<file path="src/sv/fmipr_ram.sv">
// generic simple dual-port ram with registered read
module fmipr_ram #(
	parameter int unsigned WIDTH = 8,
	parameter int unsigned DEPTH = 64,
	parameter int unsigned ADDR_W = (DEPTH > 1) ? $clog2(DEPTH) : 1
) (
	input  logic              clk,
	input  logic              we,
	input  logic [ADDR_W-1:0] waddr,
	input  logic [WIDTH-1:0]  wdata,
	input  logic              re,
	input  logic [ADDR_W-1:0] raddr,
	output logic [WIDTH-1:0]  rdata
);

	logic [WIDTH-1:0] mem_q [DEPTH];

	always_ff @(posedge clk) begin
		if (we) begin
			mem_q[waddr] <= wdata;
		end
		if (re) begin
			rdata <= mem_q[raddr];
		end
	end

endmodule

</file>
<file path="config.mk">
export PLATFORM = sky130hd
export DESIGN_NAME = fmipr_ram
export DESIGN_NICKNAME = d
export VERILOG_FILES = /design/src/sv/fmipr_ram.sv
export SDC_FILE = /design/constraint.sdc
export NUM_CORES = 1
export LEC_CHECK = 0
export BUFFER_PORTS_ARGS = -buffer_cell sky130_fd_sc_hd__buf_2
export CAP_MARGIN = 10
export CORE_ASPECT_RATIO = 0.7
export CORE_MARGIN = 10
export CORE_UTILIZATION = 50
export CTS_CLUSTER_SIZE = 10
export DETAILED_ROUTE_END_ITERATION = 10
export PLACE_DENSITY = 0.66
export SYNTH_ARGS = -nofsm -noshare
export SYNTH_HDL_FRONTEND = slang
export SYNTH_SLANG_ARGS = --single-unit
</file>
<file path="constraint.sdc">
create_clock -name clk -period 5.3 [get_ports clk]
set_clock_uncertainty 0.15 [all_clocks]
set_input_delay 1.06 -clock clk [delete_from_list [all_inputs] [get_ports clk]]
set_output_delay 1.06 -clock clk [all_outputs]
set_load 0.05 [all_outputs]
</file>
==> impl_metrics.env <==
export IMPL_clockBufferDepth=3
export IMPL_synth_compound_area_share=0.0206
export IMPL_synth_top_family_by_area="multiplexers"
export IMPL_synth_top_flop_cell="edfxtp_1"
export IMPL_first_pass_iters=7
export IMPL_synth_cell_area_um2=20200
export IMPL_setup_viol=0
export IMPL_period_needed_ns=3.50
export IMPL_cts_sinks=520
export IMPL_portBuffers=30
export IMPL_timing_hold_ws_ns=0.737
export IMPL_outcome="completed"
export IMPL_drt_iter0_drc=1310
export IMPL_ios=31
export IMPL_ant_nets=0
export IMPL_post_route_util=0.564
export IMPL_yosysWarnings=0
export IMPL_wl_um=44800
export IMPL_core_rowCount=61
export IMPL_fp_dieW_um=261
export IMPL_place_congestion=0.821
export IMPL_drc=0
export IMPL_areaGrowthSynthToFinish_pct=10.9
export IMPL_vias=9567
export IMPL_dieArea_um2=49100
export IMPL_worst_slew_pin_transition_ns=1.20
export IMPL_synth_top_cells_by_area="edfxtp_1 77%, mux4_2 14%, nor2_1 1.5%, mux2i_1 1.1%, mux2_2 0.72%"
export IMPL_max_cap_viol_count=0
export IMPL_slew_violations=0
export IMPL_fin_crit_sh=0.660
export IMPL_setup_tns_ns=0
export IMPL_synth_top_area_share=0.771
export IMPL_synth_area_mux_share=0.159
export IMPL_dpl_hpwl_um=27100
export IMPL_avgSynthCellArea_um2=21.5
export IMPL_die_h_um=188
export IMPL_hold_violations=0
export IMPL_endpoint_kind="register"
export IMPL_synth_top_area_cell="edfxtp_1"
export IMPL_crit_required_ns=5.46
export IMPL_p_leak_nw=6.93
export IMPL_track_usage=0.185
export IMPL_synth_xor_area_share=0
export IMPL_grt_pass1_wl_um=66500
export IMPL_clock_fmax_mhz=286
export IMPL_yosysSeqAreaShare=0.771
export IMPL_synth_edf_count=520
export IMPL_arrival_ns=3.66
export IMPL_synth_simple_area_share=0.0337
export IMPL_start_kind="input port"
export IMPL_rsz0062_at_grt="false"
export IMPL_initial_utilization=0.508
export IMPL_core_area_um2=39800
export IMPL_postCtsHoldBufs=0
export IMPL_nets=1021
export IMPL_hp_class="in -> reg"
export IMPL_cts_tree="built"
export IMPL_synth_adder_area_share=0
export IMPL_synthCells=940
export IMPL_max_vdd_ir_drop_mv=0.261
export IMPL_relSlewSlack=0.197
export IMPL_grt_start_max_net_pins=66
export IMPL_path_max_fanout=65
export IMPL_antenna_found_initial=2
export IMPL_numCtsBuffers=57
export IMPL_post_drt_wl_per_cell_um=29.2
export IMPL_clkSlewWorstSetupHoldPaths_ns=0.05
export IMPL_clk_latency_ns=0.58
export IMPL_fillers=2949
export IMPL_cts_resized=0
export IMPL_drt_vias_per_instance=6.23
export IMPL_async_flop_share=0
export IMPL_post_cts_buffers=0
export IMPL_h_tree_depth=2
export IMPL_crit_type="in -> reg"
export IMPL_drive_above_1_share=0.251
export IMPL_cts_root_buf="clkbuf_16"
export IMPL_yosysUniqueCellTypes=39
export IMPL_grt_pass1_vias=9666
export IMPL_grt_ovfl_total=0
export IMPL_synth_seq_cells=520
export IMPL_power_density_nw_per_um2=372
export IMPL_syn_num_nets=963
-- final timing paths --
check | start | to | slack [ns] | cells after the start
min reg2reg | mem_q[6][7]$_DFFE_PP_ | rdata[7]$_DFFE_PP_ | 0.83 | 4
max reg2reg | mem_q[29][4]$_DFFE_PP_ | rdata[4]$_DFFE_PP_ | 2.90 | 5
min | wdata[2] | mem_q[20][2]$_DFFE_PP_ | 0.74 | 1
max | raddr[0] | rdata[1]$_DFFE_PP_ | 1.80 | 8
-- cells in the final DEF (no fill, tap or decap), drive strengths merged, types with 4 or more instances in the layout --
master  synthesis  routed
mux4          126     126
nor3            7       7
mux2           13      13
a221oi          6       6
nor2           83      83
mux2i          23      23
o22ai           8       8
clkbuf         17      60
nand2          19      19
o221ai          8       8
o21ai           4       4
nor2b          14      14
nand2b          7       7
a211oi          4       4
buf            34      49
edfxtp        520     520
nand3          13      13
-- through the flow --
step | cells | setup slack, ns | instance area (um^2) | total power, mW
2_1_floorplan | 940 | 2.28 | 20200 | 4.92
3_3_place_gp | 1472 | 1.20 | 20900 | 5.09
3_5_place_dp | 1472 | 1.18 | 20900 | 5.10
4_1_cts | 1532 | 1.76 | 22400 | 8.42
5_1_grt | 1534 | 1.54 | 22400 | 8.61
6_report | 1535 | 1.80 | 22500 | 8.36
-- cell type report --
class | count | area, um^2 | share of cell area
sequential | 520 | 15600 | 0.695
multi-input combinational | 369 | 4320 | 0.192
clock buffer | 59 | 1480 | 0.0658
tap | 535 | 669 | 0.0298
timing repair buffer | 50 | 364 | 0.0162
clock inverter | 1 | 8.76 | 0.000390
antenna | 1 | 2.50 | 0.000111
-- state kept, by name, indices dropped and copies added (netlist names) --
register / flops
rdata: 8
mem_q: 512
-- layer usage --
layer,global-route usage,part of all wire,vias to the layer above
li1,-,-,4018
met1,0.285,0.45,5027
met2,0.254,0.43,458
met3,0.0550,0.10,64
met4,0.0444,0.018,0
met5,0,0,-
-- report_power, final --
| part | internal [mW] | switching, mW |
|---|---|---|
| combinational | 0.157 | 0.281 |
| sequential | 4.57 | 0.0122 |
| clock | 1.93 | 1.41 |
-- worst max-delay path, stage by stage --
cell       delay, ns
clkbuf_8        0.66
buf_12          0.28
buf_4           0.28
mux4_2          0.55
mux2i_1         0.21
o2111ai_1       0.16
nand2_1         0.31
o2bb2ai_1       0.09
-- cell families (layout without fill, tap and decap cells) --
| kind of cell | after synthesis | count (layout) |
|---|---|---|
| flops | 520 | 520 |
| mux | 162 | 162 |
| simple gates | 153 | 153 |
| compound gates | 54 | 54 |
| buf+inv | 51 | 110 |
| other cells | 0 | 1 |
-- synth_stat cells, drive strengths merged, types with 7 or more instances --
master and number:
nand3 13, nor3 7, edfxtp 520, mux4 126, mux2 13, o221ai 8, nand2b 7, buf 34
nor2 83, o22ai 8, clkbuf 17, nand2 19, nor2b 14, mux2i 23
Note: power is estimated with default switching activity, not from simulation.
